**src/hdl/mrtl_pkg.sv**
```systemverilog
// ----------------------------------------------------------------------------
// Memory range type lookup package
// Shared types and constants for the range table, the walker and the top.
// ----------------------------------------------------------------------------
`default_nettype none

package mrtl_pkg;

    // Field widths fixed by the interface.
    localparam int ADDR_W      = 52;
    localparam int TYPE_W      = 3;
    localparam int INDEX_W     = 7;
    localparam int PFN_W       = 40;
    localparam int SMALL_SHIFT = 12;
    localparam int LARGE_SHIFT = 21;
    localparam int PAGE_W      = PFN_W + LARGE_SHIFT;
    localparam int CFG_IDX_W   = 1;
    localparam int CFG_DATA_W  = 8;
    localparam int COUNT_W     = 8;

    // Item operation codes.
    localparam logic OP_WRITE  = 1'b0;
    localparam logic OP_LOOKUP = 1'b1;

    // Configuration register indexes.
    localparam logic [CFG_IDX_W-1:0] CFG_DEFAULT_TYPE = 1'b0;
    localparam logic [CFG_IDX_W-1:0] CFG_RANGE_COUNT  = 1'b1;

    // Uncacheable memory type.
    localparam logic [TYPE_W-1:0] TYPE_UC = 3'd0;

    // One stored range.
    typedef struct packed {
        logic [ADDR_W-1:0] base;
        logic [ADDR_W-1:0] last;
        logic [TYPE_W-1:0] mtype;
        logic              fixed;
    } t_entry;

    // Walker states.
    typedef enum logic [1:0] {
        ST_IDLE,
        ST_WALK,
        ST_DONE
    } t_state;

endpackage

`default_nettype wire

```
**src/hdl/mrtl_in_if.sv**
```systemverilog
// ----------------------------------------------------------------------------
// Input channel
// Carries write and lookup items with a valid/ready handshake.
// ----------------------------------------------------------------------------
`default_nettype none

interface mrtl_in_if;
    logic                                valid;
    logic                                ready;
    logic                                op;
    logic [mrtl_pkg::INDEX_W-1:0]        entry_index;
    logic [mrtl_pkg::ADDR_W-1:0]         range_base;
    logic [mrtl_pkg::ADDR_W-1:0]         range_end;
    logic [mrtl_pkg::TYPE_W-1:0]         range_type;
    logic                                range_fixed;
    logic [mrtl_pkg::PFN_W-1:0]          page_number;
    logic                                page_is_large;

    modport source (
        output valid, op, entry_index, range_base, range_end, range_type,
               range_fixed, page_number, page_is_large,
        input  ready
    );

    modport sink (
        input  valid, op, entry_index, range_base, range_end, range_type,
               range_fixed, page_number, page_is_large,
        output ready
    );
endinterface

`default_nettype wire

```
**src/hdl/mrtl_out_if.sv**
```systemverilog
// ----------------------------------------------------------------------------
// Output channel
// Carries one lookup result per beat with a valid/ready handshake.
// ----------------------------------------------------------------------------
`default_nettype none

interface mrtl_out_if;
    logic                         valid;
    logic                         ready;
    logic [mrtl_pkg::TYPE_W-1:0]  resolved_type;
    logic                         large_page_ok;

    modport source (
        output valid, resolved_type, large_page_ok,
        input  ready
    );

    modport sink (
        input  valid, resolved_type, large_page_ok,
        output ready
    );
endinterface

`default_nettype wire

```
**src/hdl/mrtl_walk.sv**
```systemverilog
// ----------------------------------------------------------------------------
// Lookup walker
// Takes items, writes the table, walks it for lookups and holds the result.
// ----------------------------------------------------------------------------
`default_nettype none

module mrtl_walk #(
    parameter int MAX_RANGES = 128,
    parameter int IW         = 7,
    parameter int CW         = 8
) (
    input  wire logic                          i_clk,
    input  wire logic                          i_rst_n,
    input  wire logic [mrtl_pkg::TYPE_W-1:0]   i_default_type,
    input  wire logic [mrtl_pkg::COUNT_W-1:0]  i_range_count,
    mrtl_in_if.sink                            i_in,
    mrtl_out_if.source                         o_out,
    output logic                               o_we,
    output logic [IW-1:0]                      o_waddr,
    output mrtl_pkg::t_entry                   o_wdata,
    output logic [IW-1:0]                      o_raddr,
    input  wire mrtl_pkg::t_entry              i_rdata
);

    localparam int PW = mrtl_pkg::PAGE_W;
    localparam int LW = mrtl_pkg::COUNT_W + 1;

    mrtl_pkg::t_state r_state, n_state;

    logic [PW-1:0]               r_lo, n_lo;
    logic [PW-1:0]               r_hi, n_hi;
    logic                        r_large, n_large;
    logic [mrtl_pkg::TYPE_W-1:0] r_type, n_type;
    logic                        r_stop, n_stop;
    logic                        r_fits, n_fits;
    logic [CW-1:0]               r_cnt, n_cnt;
    logic [CW-1:0]               r_limit, n_limit;
    logic                        r_out_valid, n_out_valid;
    logic [mrtl_pkg::TYPE_W-1:0] r_out_type, n_out_type;
    logic                        r_out_ok, n_out_ok;

    logic                        accept;
    logic                        out_free;
    logic [LW-1:0]               limit_full;
    logic [8:0]                  idx_ext;
    logic [CW-1:0]               cnt_inc;
    logic [PW-1:0]               page_lo;
    logic [PW-1:0]               page_hi;
    logic [PW-1:0]               e_base;
    logic [PW-1:0]               e_last;
    logic                        contain;
    logic                        split;

    // Input beats are taken only out of reset and while no lookup is running.
    assign i_in.ready = i_rst_n && (r_state == mrtl_pkg::ST_IDLE);
    assign accept     = i_in.valid && i_in.ready;
    assign out_free   = !r_out_valid || o_out.ready;

    assign o_out.valid         = r_out_valid;
    assign o_out.resolved_type = r_out_type;
    assign o_out.large_page_ok = r_out_ok;

    // Table write straight from an accepted write beat.
    assign idx_ext       = 9'(i_in.entry_index);
    assign o_we          = accept && (i_in.op == mrtl_pkg::OP_WRITE)
                           && (int'(idx_ext) < MAX_RANGES);
    assign o_waddr       = idx_ext[IW-1:0];
    assign o_wdata.base  = i_in.range_base;
    assign o_wdata.last  = i_in.range_end;
    assign o_wdata.mtype = i_in.range_type;
    assign o_wdata.fixed = i_in.range_fixed;

    // Entries walked: the count register clipped to the table depth.
    assign limit_full = (LW'(i_range_count) > LW'(MAX_RANGES)) ?
                        LW'(MAX_RANGES) : LW'(i_range_count);

    // Page byte range; the low bits of the start are zero, so the end is an OR.
    always_comb begin
        if (i_in.page_is_large) begin
            page_lo = {i_in.page_number, {mrtl_pkg::LARGE_SHIFT{1'b0}}};
            page_hi = {i_in.page_number, {mrtl_pkg::LARGE_SHIFT{1'b1}}};
        end else begin
            page_lo = PW'({i_in.page_number, {mrtl_pkg::SMALL_SHIFT{1'b0}}});
            page_hi = PW'({i_in.page_number, {mrtl_pkg::SMALL_SHIFT{1'b1}}});
        end
    end

    // The entry read last cycle is the one at r_cnt; fetch the next one now.
    assign cnt_inc = r_cnt + CW'(1);
    assign o_raddr = (r_state == mrtl_pkg::ST_IDLE) ? '0 : cnt_inc[IW-1:0];

    // Containment and boundary tests on the entry in hand.
    assign e_base  = PW'(i_rdata.base);
    assign e_last  = PW'(i_rdata.last);
    assign contain = (r_lo >= e_base) && (r_hi <= e_last);
    assign split   = ((r_lo <= e_last) && (r_hi > e_last))
                     || ((r_lo < e_base) && (r_hi >= e_base));

    // State register.
    always_ff @(posedge i_clk) begin
        if (!i_rst_n) begin
            r_state     <= mrtl_pkg::ST_IDLE;
            r_out_valid <= 1'b0;
        end else begin
            r_state     <= n_state;
            r_out_valid <= n_out_valid;
        end
    end

    // Walk and result registers.
    always_ff @(posedge i_clk) begin
        r_lo       <= n_lo;
        r_hi       <= n_hi;
        r_large    <= n_large;
        r_type     <= n_type;
        r_stop     <= n_stop;
        r_fits     <= n_fits;
        r_cnt      <= n_cnt;
        r_limit    <= n_limit;
        r_out_type <= n_out_type;
        r_out_ok   <= n_out_ok;
    end

    // Next state and walk updates.
    always_comb begin
        n_state     = r_state;
        n_lo        = r_lo;
        n_hi        = r_hi;
        n_large     = r_large;
        n_type      = r_type;
        n_stop      = r_stop;
        n_fits      = r_fits;
        n_cnt       = r_cnt;
        n_limit     = r_limit;
        n_out_type  = r_out_type;
        n_out_ok    = r_out_ok;
        n_out_valid = r_out_valid && !o_out.ready;

        unique case (r_state)
            mrtl_pkg::ST_IDLE: begin
                if (accept && (i_in.op == mrtl_pkg::OP_LOOKUP)) begin
                    n_lo    = page_lo;
                    n_hi    = page_hi;
                    n_large = i_in.page_is_large;
                    n_type  = i_default_type;
                    n_stop  = 1'b0;
                    n_fits  = 1'b1;
                    n_cnt   = '0;
                    n_limit = limit_full[CW-1:0];
                    n_state = (limit_full == '0) ? mrtl_pkg::ST_DONE
                                                 : mrtl_pkg::ST_WALK;
                end
            end
            mrtl_pkg::ST_WALK: begin
                // Type resolution freezes after a fixed or uncacheable match.
                if (contain && !r_stop) begin
                    n_type = i_rdata.mtype;
                    if (i_rdata.fixed || (i_rdata.mtype == mrtl_pkg::TYPE_UC)) begin
                        n_stop = 1'b1;
                    end
                end
                if (split) begin
                    n_fits = 1'b0;
                end
                n_cnt = cnt_inc;
                if (cnt_inc == r_limit) begin
                    n_state = mrtl_pkg::ST_DONE;
                end
            end
            mrtl_pkg::ST_DONE: begin
                // Hold until the output register can take the result.
                if (out_free) begin
                    n_out_valid = 1'b1;
                    n_out_type  = r_type;
                    n_out_ok    = r_large ? r_fits : 1'b1;
                    n_state     = mrtl_pkg::ST_IDLE;
                end
            end
            default: begin
                n_state = mrtl_pkg::ST_IDLE;
            end
        endcase
    end

endmodule

`default_nettype wire

```
**src/flat_wrapper.sv**
```systemverilog
// flat-port wrapper written by rule: the top's interface ports become plain ports
module mrtl_walk_flat 
#(
    parameter int MAX_RANGES = 128,
    parameter int IW         = 7,
    parameter int CW         = 8
)
  (i_clk, i_rst_n, i_default_type, i_range_count, o_we, o_waddr, o_wdata, o_raddr, i_rdata, i_in_valid, i_in_op, i_in_entry_index, i_in_range_base, i_in_range_end, i_in_range_type, i_in_range_fixed, i_in_page_number, i_in_page_is_large, i_in_ready, o_out_valid, o_out_resolved_type, o_out_large_page_ok, o_out_ready);
  mrtl_in_if i_in_i ();
  mrtl_out_if o_out_i ();
  input  wire logic i_clk;
  input  wire logic i_rst_n;
  input  wire logic [mrtl_pkg::TYPE_W-1:0] i_default_type;
  input  wire logic [mrtl_pkg::COUNT_W-1:0] i_range_count;
  output logic o_we;
  output logic [IW-1:0] o_waddr;
  output mrtl_pkg::t_entry o_wdata;
  output logic [IW-1:0] o_raddr;
  input  wire mrtl_pkg::t_entry i_rdata;
  input wire logic [$bits(i_in_i.valid)-1:0] i_in_valid;
  input wire logic [$bits(i_in_i.op)-1:0] i_in_op;
  input wire logic [$bits(i_in_i.entry_index)-1:0] i_in_entry_index;
  input wire logic [$bits(i_in_i.range_base)-1:0] i_in_range_base;
  input wire logic [$bits(i_in_i.range_end)-1:0] i_in_range_end;
  input wire logic [$bits(i_in_i.range_type)-1:0] i_in_range_type;
  input wire logic [$bits(i_in_i.range_fixed)-1:0] i_in_range_fixed;
  input wire logic [$bits(i_in_i.page_number)-1:0] i_in_page_number;
  input wire logic [$bits(i_in_i.page_is_large)-1:0] i_in_page_is_large;
  output wire logic [$bits(i_in_i.ready)-1:0] i_in_ready;
  output wire logic [$bits(o_out_i.valid)-1:0] o_out_valid;
  output wire logic [$bits(o_out_i.resolved_type)-1:0] o_out_resolved_type;
  output wire logic [$bits(o_out_i.large_page_ok)-1:0] o_out_large_page_ok;
  input wire logic [$bits(o_out_i.ready)-1:0] o_out_ready;
  assign i_in_i.valid = i_in_valid;
  assign i_in_i.op = i_in_op;
  assign i_in_i.entry_index = i_in_entry_index;
  assign i_in_i.range_base = i_in_range_base;
  assign i_in_i.range_end = i_in_range_end;
  assign i_in_i.range_type = i_in_range_type;
  assign i_in_i.range_fixed = i_in_range_fixed;
  assign i_in_i.page_number = i_in_page_number;
  assign i_in_i.page_is_large = i_in_page_is_large;
  assign i_in_ready = i_in_i.ready;
  assign o_out_valid = o_out_i.valid;
  assign o_out_resolved_type = o_out_i.resolved_type;
  assign o_out_large_page_ok = o_out_i.large_page_ok;
  assign o_out_i.ready = o_out_ready;
  mrtl_walk #(.MAX_RANGES(MAX_RANGES), .IW(IW), .CW(CW)) u_core (.i_clk(i_clk), .i_rst_n(i_rst_n), .i_default_type(i_default_type), .i_range_count(i_range_count), .i_in(i_in_i), .o_out(o_out_i), .o_we(o_we), .o_waddr(o_waddr), .o_wdata(o_wdata), .o_raddr(o_raddr), .i_rdata(i_rdata));
endmodule
```
**config.mk**
```make
export PLATFORM = sky130hd
export DESIGN_NAME = mrtl_walk_flat
export DESIGN_NICKNAME = d
export VERILOG_FILES = /design/src/hdl/mrtl_pkg.sv /design/src/hdl/mrtl_in_if.sv /design/src/hdl/mrtl_out_if.sv /design/src/hdl/mrtl_walk.sv /design/src/flat_wrapper.sv
export SDC_FILE = /design/constraint.sdc
export NUM_CORES = 1
export LEC_CHECK = 0
export BUFFER_PORTS_ARGS = -buffer_cell sky130_fd_sc_hd__buf_2
export CORE_AREA = 2 2 160 162
export DETAILED_ROUTE_END_ITERATION = 6
export DIE_AREA = 0 0 162 164
export MAX_ROUTING_LAYER = met4
export PLACE_DENSITY = 0.66
export SLEW_MARGIN = 20
export SYNTH_ARGS = -nofsm -noshare
export SYNTH_HDL_FRONTEND = slang
export SYNTH_SLANG_ARGS = --single-unit
```
**constraint.sdc**
```tcl
create_clock -name i_clk -period 7.8 [get_ports i_clk]
set_clock_uncertainty 0.1 [all_clocks]
set_input_delay 0.78 -clock i_clk [delete_from_list [all_inputs] [get_ports i_clk]]
set_output_delay 0.78 -clock i_clk [all_outputs]
set_load 0.02 [all_outputs]
```
# Word level (Yosys, flattened, before mapping)
# Index checks and enable logic that the tools add are counted.
# classes
add_sub_neg,1
n_eq_ne,9
bitwise,1
n_lt_le_gt_ge,8
muxes,23
reduce_logical,27
# ops
cell,count
$ge 61x52->1,2
$le 61x52->1,2
$mux 52,2
$gt 61x52->1,1
$lt 61x52->1,1
$mux 8,2
$pmux 8 s2,1
$logic_and 1x1->1,10
$ne 2x1->1 const B,5
$logic_not 9->1,1
$reduce_and 3->1,3
$add 8x1->8 const B,1
$eq 8x8->1,1
$gt 8x8->1 const B,1
$lt 7x8->1 const B,1
$mux 2,4
$mux 1,7
$mux 7,1
$mux 3,2
$pmux 2 s3,1
$pmux 3 s2,1
$reduce_and 2->1,3
$pmux 1 s2,2
$reduce_and 4->1,1
other kinds (9),13
# totals
word_cells,84
out_inout_bits,129
regBits,142
in_bits,280

# Depth between registers and ports, before layout
# Gate-level depths: netlist (run 1).
# logic_depth
ltp_word,6
mapped_depth,9
depth_no_buf,9

# Least setup slack after synthesis (run 1)
# OpenSTA, ideal clock, no wires.
# synth_timing
path_kind,input to register
from,input port i_rdata[70] (netlist bit)
to,"register u_core.r_fits, enable pin"
t_arrival_ns,2.500
path_buffers,0
cell_stages,9
setup_ns,0.296
required_ns,7.404
path_slack_ns,4.904
cell_sequence,inv_1 -> ha_1 -> a211o_1 -> a21oi_1 -> o21ai_1 -> a221oi_2 -> or4b_1 -> nor3_2 -> a311o_1
# synth_via
elab_chain_len,5
elab_cells_between_ends,6
cone_classes,order compare: 2; eq/ne: 1; reduce/logical: 3
# synth_rtl
item,line_no,source
start: declaration,flat_wrapper.sv:19,input wire mrtl_pkg::t_entry i_rdata;
$lt 61x52->1 / $ge 61x52->1 (equally long branches),mrtl_walk.sv:97,|| ((r_lo < e_base) && (r_hi >= e_base));
$logic_and 1x1->1 *,mrtl_walk.sv:97,
$logic_or 1x1->1 *,mrtl_walk.sv:97,
$ne 2x1->1 (no source line) *,-,
$reduce_and 3->1 (no source line) *,-,
end signal: assignment,mrtl_walk.sv:117,r_fits <= n_fits;
end: declaration,mrtl_walk.sv:35,"logic r_fits, n_fits;"
# Every way passes the cells marked *; elsewhere a longest branch is shown, timed or not.
# A chain may end at the register's enable or synchronous reset.

# Worst setup path in the final report (run 1)
# layout_timing
from,register u_core.r_hi[52]
to,"register u_core.r_type[1] (netlist bit), enable pin"
# layout_via
elab_chain_len,5
elab_cells_between_ends,6
cone_classes,order compare: 2; eq/ne: 1; reduce/logical: 3
# layout_rtl
item,line_no,source
start: declaration,mrtl_walk.sv:31,"logic [PW-1:0] r_hi, n_hi;"
start signal: assignment,mrtl_walk.sv:113,r_hi <= n_hi;
$ge 61x52->1 / $le 61x52->1 (equally long branches),-,
$logic_and 1x1->1 *,mrtl_walk.sv:95,assign contain = (r_lo >= e_base) && (r_hi <= e_last);
$logic_and 1x1->1 *,mrtl_walk.sv:156,if (contain && !r_stop) begin
$ne 2x1->1 (no source line) *,-,
$reduce_and 3->1 (no source line) *,-,
end signal: assignment,mrtl_walk.sv:115,r_type <= n_type;
end: declaration,mrtl_walk.sv:33,"logic [mrtl_pkg::TYPE_W-1:0] r_type, n_type;"
# Marked as above.

==> results of run 1 <==
==> layout by cell type, fill, tap and decap left out, types with 2 or more instances in the layout <==
cell type,instances
a21o_1,14
nor2b_1,20
o21ai_0,10
buf_4,2
ha_1,99
edfxtp_1,84
o21ai_1,3
o21a_1,2
a21boi_0,2
nand3_1,20
o22ai_1,2
a21oi_1,31
or2_2,9
inv_1,82
dfxtp_1,3
buf_2,178
clkinv_4,3
or4_1,3
and4_1,3
and2_1,12
a22oi_1,2
a211oi_1,6
nand4_1,22
xor2_1,7
inv_6,2
clkbuf_16,9
nor3_1,8
a221oi_1,2
xnor2_1,7
o31ai_1,2
mux2_2,31
nand2_1,31
nor2_1,31
nor4_1,7
nand2b_1,4
nor3_2,2
a41oi_1,2
and3_1,2
==> sequential cells by signal (all words and copies together) (netlist names) <==
signal and count:
u_core.r_lo 10, u_core.r_hi 48, u_core.r_fits 1, u_core.r_stop 1, u_core.r_cnt 8, u_core.r_state 2, u_core.r_limit 8, u_core.o_out.valid 1
u_core.o_out.large_page_ok 1, u_core.r_type 3, u_core.o_out.resolved_type 3, u_core.r_large 1
==> final cells by class <==
type | count | area (um2)
Clock buffer | 10 | 239
Multi-Input combinational cell | 414 | 3290
Inverter | 83 | 312
Timing Repair Buffer | 180 | 906
Clock inverter | 6 | 51.3
Fill cell | 2613 | 17000
Sequential cell | 87 | 2580
Tap cell | 330 | 413
==> per-stage QoR <==
stage | hold slack, ns | setup slack, ns
after global placement | 0.306 | 4.33
after CTS | 0.320 | 4.61
after floorplan | 0.300 | 4.90
final | 0.320 | 4.64
after detailed placement | 0.305 | 4.29
after global routing | 0.324 | 4.45
==> cells by family (layout without fill, tap and decap cells) <==
kind of cell / after synthesis / in the layout / synth area share [%]
buffers and inverters: 207 / 279 / 17.1
and+or+nand+nor: 181 / 181 / 14.0
adders and majority gates: 99 / 99 / 17.5
AOI/OAI and AO/OA: 89 / 89 / 8.30
DFF: 87 / 87 / 36.4
muxes: 31 / 31 / 4.93
xor gates and xnor gates: 14 / 14 / 1.73
==> worst max-delay path: stages (launching register included) <==
cell	delay (ns)
edfxtp_1	0.47
nor4_2	0.34
nand3_1	0.20
a2111oi_0	0.74
o21ai_1	0.23
o22a_1	0.30
o41ai_2	0.43
==> routing by layer <==
layer	wire length (um)	vias to the layer above	track usage (%)
met5	0	-	-
met2	10200	218	27.0
met3	1390	56	4.12
met4	723	0	7.32
met1	8470	2368	17.7
li1	-	2527	-
==> report_power, final <==
part           internal [mW]  switching [mW]  total [mW]  leakage (nW)
Clock                  0.229           0.196       0.424         0.140
Sequential             0.531         0.00959       0.541         0.800
Combinational         0.0945           0.109       0.204          2.66
Total                  0.854           0.315        1.17          3.60
==> worst max-delay path by stage <==
| stage | from | to | slack, ns | cells after the start |
|---|---|---|---|---|
| floorplan | i_rdata[70] | u_core.r_fits$_DFFE_PP_ | 4.90 | 9 |
| global placement | i_rdata[50] | u_core.r_type[0]$_DFFE_PP_ | 4.33 | 10 |
| detailed placement | i_rdata[50] | u_core.r_type[0]$_DFFE_PP_ | 4.29 | 10 |
| CTS | u_core.r_hi[52]$_SDFFCE_PN0P_ | u_core.r_type[0]$_DFFE_PP_ | 4.61 | 6 |
| global route | u_core.r_state[0]$_SDFFE_PN0P_ | u_core.r_state[0]$_SDFFE_PN0P_ | 4.45 | 9 |
| finish | u_core.r_hi[52]$_SDFFCE_PN0P_ | u_core.r_type[1]$_DFFE_PP_ | 4.64 | 6 |
==> impl_results.md, run 1 <==
* Area growth, synth to finish at 9.99%
* Die H at 164 um
* P per Cell Area at 150 nW/um2
* Crit Path Max Fanout at 3
* WHS Endpoint: u_core.o_out.resolved_type[1]$_DFFE_PP_
* Reg2reg end: u_core.r_type[1]$_DFFE_PP_
* CP Data Arrival Time at 3.07 ns
* Netlist cell types at 55
* Vias in the first global route at between 5,000 and 6,000
* Worst vdd ir at approximately 93 uV
* Largest area contributor in the netlist: edfxtp_1
* Final slew viol count at 0
* Worst skew pair latency at 0.35 ns
* Mapped Nets at between 1,000 and 1,500
* CTS H-tree lvls at 3
* Largest net degree at the start of global routing at 60
* Leak at ~3.6 nW
* Mapped Area at 7090 um2
* Post-CTS Resized at 0
* Worst Path Required at around 7.7 ns
* Placed instance area at between 7000 and 8000 um2
* Hold Path Class: reg -> reg
* Finished Cell Area at 7790 um2
* Final #Nets at ~1,200
* Startpoint types: flop
* Num CTS Buffers at 9
* Detailed-route via count at between 5,000 and 6,000
* Root buffer cell: clkbuf_16
* Worst setup path class: reg -> reg
* Post-route ant nets at 0
* Die area at 26,600 um2
* CTS Sinks at between 80 and 90
* Reg2reg setup slack at 4.64 ns
* FF-to-FF path depth at 6
* Status: finished clean
* Post-route total power at approximately 1.2 mW
* Setup bufs post-CTS at 0
* Fin util at about a third
* DRC viols at 0
* Detail-routed net length per standard cell at between 15 and 20 um
* Mean Syn Cell Area at about 10 um2
* Final-report setup violation count at 0
* Tmin final at approximately 3.2 ns
* Slew Limit Headroom at 47.1%
* Hold-fix buffers, CTS at 0
* WL final at approximately 21 mm
* Placed cell count at between 1,000 and 1,500
* CTS max path bufs at 2
* Maximum clock rate at between 300 and 400 MHz
* Hold_sp: u_core.r_type[1]$_DFFE_PP_
* Seq/Total Area, Yosys at 36.4%
* Core area at between 20,000 and 25,000 um2
* Most instantiated cells after synthesis: 116 x buf_4, 99 x ha_1, 84 x edfxtp_1
* Via-to-Cell Ratio at around 4.7
* GRT Total Usage at approximately 16%
* Hold path depth at 0
* First-pass GRT wire length at about 30 mm
* Num ports at ~400
* HPWL Detailed at about 18 mm
* Post-synth top area share at between 30 and 40%
* Post-synth top flop: edfxtp_1
* Grt ovf at 0
* EDFF count, synth at 84
* Worst setup EP type: flop
* Layout cells sized above 1 at a little under a third
* Most common cell in the netlist: buf_4
* Final Non-Filler Cells at around 1,100
* Final GP Congestion at between 0.8 and 0.9
* Die width at around 160 um
* RSZ-0062 raised after global routing: no
* Worst r2r src: u_core.r_hi[52]$_SDFFCE_PN0P_
* Synthesized instance count at 708
* Row count at 58
* Final Hold Vio Count at 0
* Initial antenna violation count at 0
* Diode count at 0
* CTS tree: built
* Setup_tns at 0 ns
* Max Cap Viol at 0
* Synthesis warning total at 0
* Synth top area cells: edfxtp_1 36%, ha_1 17%, buf_4 12%, mux2_2 4.9%, inv_1 4.3%
* I/O Buffers at roughly 180
* Iteration-0 DRC Markers at between 150 and 200
* Fin crit share at between 40% and 50%
* Post-synth ARST share at 0%
* Starting Density at 28.6%
* Pre-Repair DR Iteration Count at 4
* Measured slew at the worst slew-check pin at 0.773 ns
* Post-synthesis register bit count at 87
* Reg clk slew, reported paths at 0.07 ns
Note: power is estimated with default switching activity, not from simulation.
==> run 2, diff against run 1 <==
Settings changed: PLACE_DENSITY 0.66 to 0.68.
Clock period 7.8 ns to 2.8 ns, I/O delays scaled along.
==> run 2 against run 1 <==
Compared with the run above: global-route usage fell by 0.17 points; critical path depth rose by 1; fmax rose by 16%; core utilization rose by 1.3 points; sequential share of layout area fell by 1.3 points; setup slack got worse by 4.6 ns; highest routed layer unchanged.
==> impl_results.md, run 2 (same netlist as run 1, synthesis figures left out) <==
* Status: finished clean
* Layout cells sized above 1 at a little over a third
* Max Cap Viol at 0
* Most common cell after layout, fill and taps aside: buf_2
* I/O Buffers at about 180
* Fin crit share at 97.5%
* Starting Density at between 20 and 30%
* Internal at 2.37 mW
* CTS Sinks at 87
* Iteration-0 DRC Markers at 149
* Leak at approximately 3.7 nW
* Worst setup EP type: flop
* Detail-routed net length per standard cell at 18.4 um
* Maximum clock rate at roughly 370 MHz
* Post-route total power at 3.24 mW
* Area growth, synth to finish at 14.4%
* HPWL Detailed at approximately 18 mm
* Num ports at roughly 400
* Max reg flops at 48
* Biggest register: u_core.r_hi
* Die area at 26,600 um2
* WL final at about 21 mm
* Filler cells at 2,572
* Crit Path Max Fanout at 3
* Row count at 58
* CTS max path bufs at 2
* Crit path buffers/inverters at 1
* Sw frac at a little over a quarter
* CP max-delay cell: edfxtp_1
* Final #Nets at approximately 1,200
* Final slew viol count at 0
* GRT Total Usage at 15.8%
* Final GP Congestion at between 0.8 and 0.9
* Num CTS Buffers at 9
* CTS H-tree lvls at 3
* Worst vdd ir at about 290 uV
* Die H at about 160 um
* Worst setup path class: reg -> reg
* Most frequent cells in the layout: 178 x buf_2, 92 x ha_1, 84 x edfxtp_1
* Reg clk slew, reported paths at about 0.070 ns
* Slew Limit Headroom at a little over two fifths
* CP Data Arrival Time at between 2 and 3 ns
* Startpoint types: flop
* Worst Path Required at approximately 2.8 ns
* Setup_tns at 0 ns
* Clk pwr share at 34.6%
* CTS tree: built
* First-pass GRT wire length at between 20 and 30 mm
* P per Cell Area at 399 nW/um2
* Final Hold Vio Count at 0
* Core area at 24,800 um2
* Tmin final at roughly 2.7 ns
* Crit-path max cell delay at 0.48 ns
* Fin util at roughly 33%
* Post-route ant nets at 0
* Via-to-Cell Ratio at 4.68
* Switching power of the nets at ~0.87 mW
* CP Cell Sequence: ha_4, nand4_1, nor3_2, nand3_1, o22a_2, o41ai_2, buf_4
* Root buffer cell: clkbuf_16
* Largest net degree at the start of global routing at 43
* Die width at roughly 160 um
* Flop pwr share at 46.5%
* Crit path max-delay family: simple AND/OR/NAND/NOR gates
* Measured slew at the worst slew-check pin at ~0.86 ns
* Vias in the first global route at ~5,300
* Grt ovf at 0
* Worst skew pair latency at between 0.3 and 0.4 ns
* Detailed-route via count at 5,284
* Hold Path Class: in -> reg
* DRC viols at 0
* Initial antenna violation count at 3
* Final-report setup violation count at 0
* Largest regs: u_core.r_hi: 48 flops, u_core.r_lo: 10 flops
* Worst hold slack at 0.0882 ns
* Comb power frac at between 10% and 20%
* RSZ-0062 raised after global routing: yes
* Pre-Repair DR Iteration Count at 4
-- run 2: cell count changes in the layout (fill, tap and decap cells not counted), sizes merged --
| cell | change |
|---|---|
| diode | +3 |
| buf | +17 |
-- run 2: power by group through the flow --
stage / sequential, mW / clock (mW) / combinational (mW)
after global placement: 1.53 / 0 / 0.572
after CTS: 1.51 / 1.17 / 0.592
final: 1.51 / 1.12 / 0.609
after detailed placement: 1.53 / 0 / 0.585
after global routing: 1.51 / 1.22 / 0.681
after floorplan: 1.53 / 0 / 0.563
-- run 2: area by class of cell --
cell class / count / area [um2] / area share (%)
Inverter: 83 / 312 / 3.84
Clock buffer: 10 / 229 / 2.82
Tap cell: 330 / 413 / 5.09
Antenna cell: 3 / 7.51 / 0.0926
Multi-Input combinational cell: 414 / 3470 / 42.9
Timing Repair Buffer: 197 / 1050 / 12.9
Sequential cell: 87 / 2580 / 31.9
Clock inverter: 6 / 43.8 / 0.540
-- run 2: final timing paths --
kind / slack, ns / startpoint / cells past startpoint / end
worst max-delay path: 0.07 / u_core.r_hi[28]$_DFFE_PP_ / 7 / u_core.r_type[2]$_DFFE_PP_
worst min-delay path: 0.09 / i_rst_n / 2 / u_core.r_state[1]$_SDFFE_PN0P_
worst min register to register: 0.33 / u_core.r_type[0]$_DFFE_PP_ / 0 / u_core.o_out.resolved_type[0]$_DFFE_PP_
worst max register to register: 0.07 / u_core.r_hi[28]$_DFFE_PP_ / 7 / u_core.r_type[2]$_DFFE_PP_
-- run 2: what timing repair did --
| action | 4_1_cts | 5_1_grt |
|---|---|---|
| resized for setup | 4 | 26 |
| setup buffers | 0 | 5 |
| pin swaps | 1 | 16 |
| setup endpoints to repair | 4 | 5 |
| hold buffers | 0 | 0 |
-- run 2: metal layers --
layer / share of wire [%] / GRT usage (%) / vias up
li1: - / - / 2567
met1: 40 / 17.6 / 2410
met2: 50 / 26.7 / 249
met3: 7.5 / 4.72 / 58
met4: 3.4 / 6.15 / 0
met5: 0 / - / -
-- run 2: through the flow --
| stage | setup WS [ns] | instances | cell area (um2) |
|---|---|---|---|
| after global placement | -0.148 | 1106 | 7610 |
| after global routing | -0.0237 | 1130 | 8110 |
| after CTS | 0.0249 | 1122 | 7900 |
| final | 0.0707 | 1130 | 8110 |
| after detailed placement | -0.132 | 1106 | 7610 |
| after floorplan | 0.235 | 708 | 7090 |
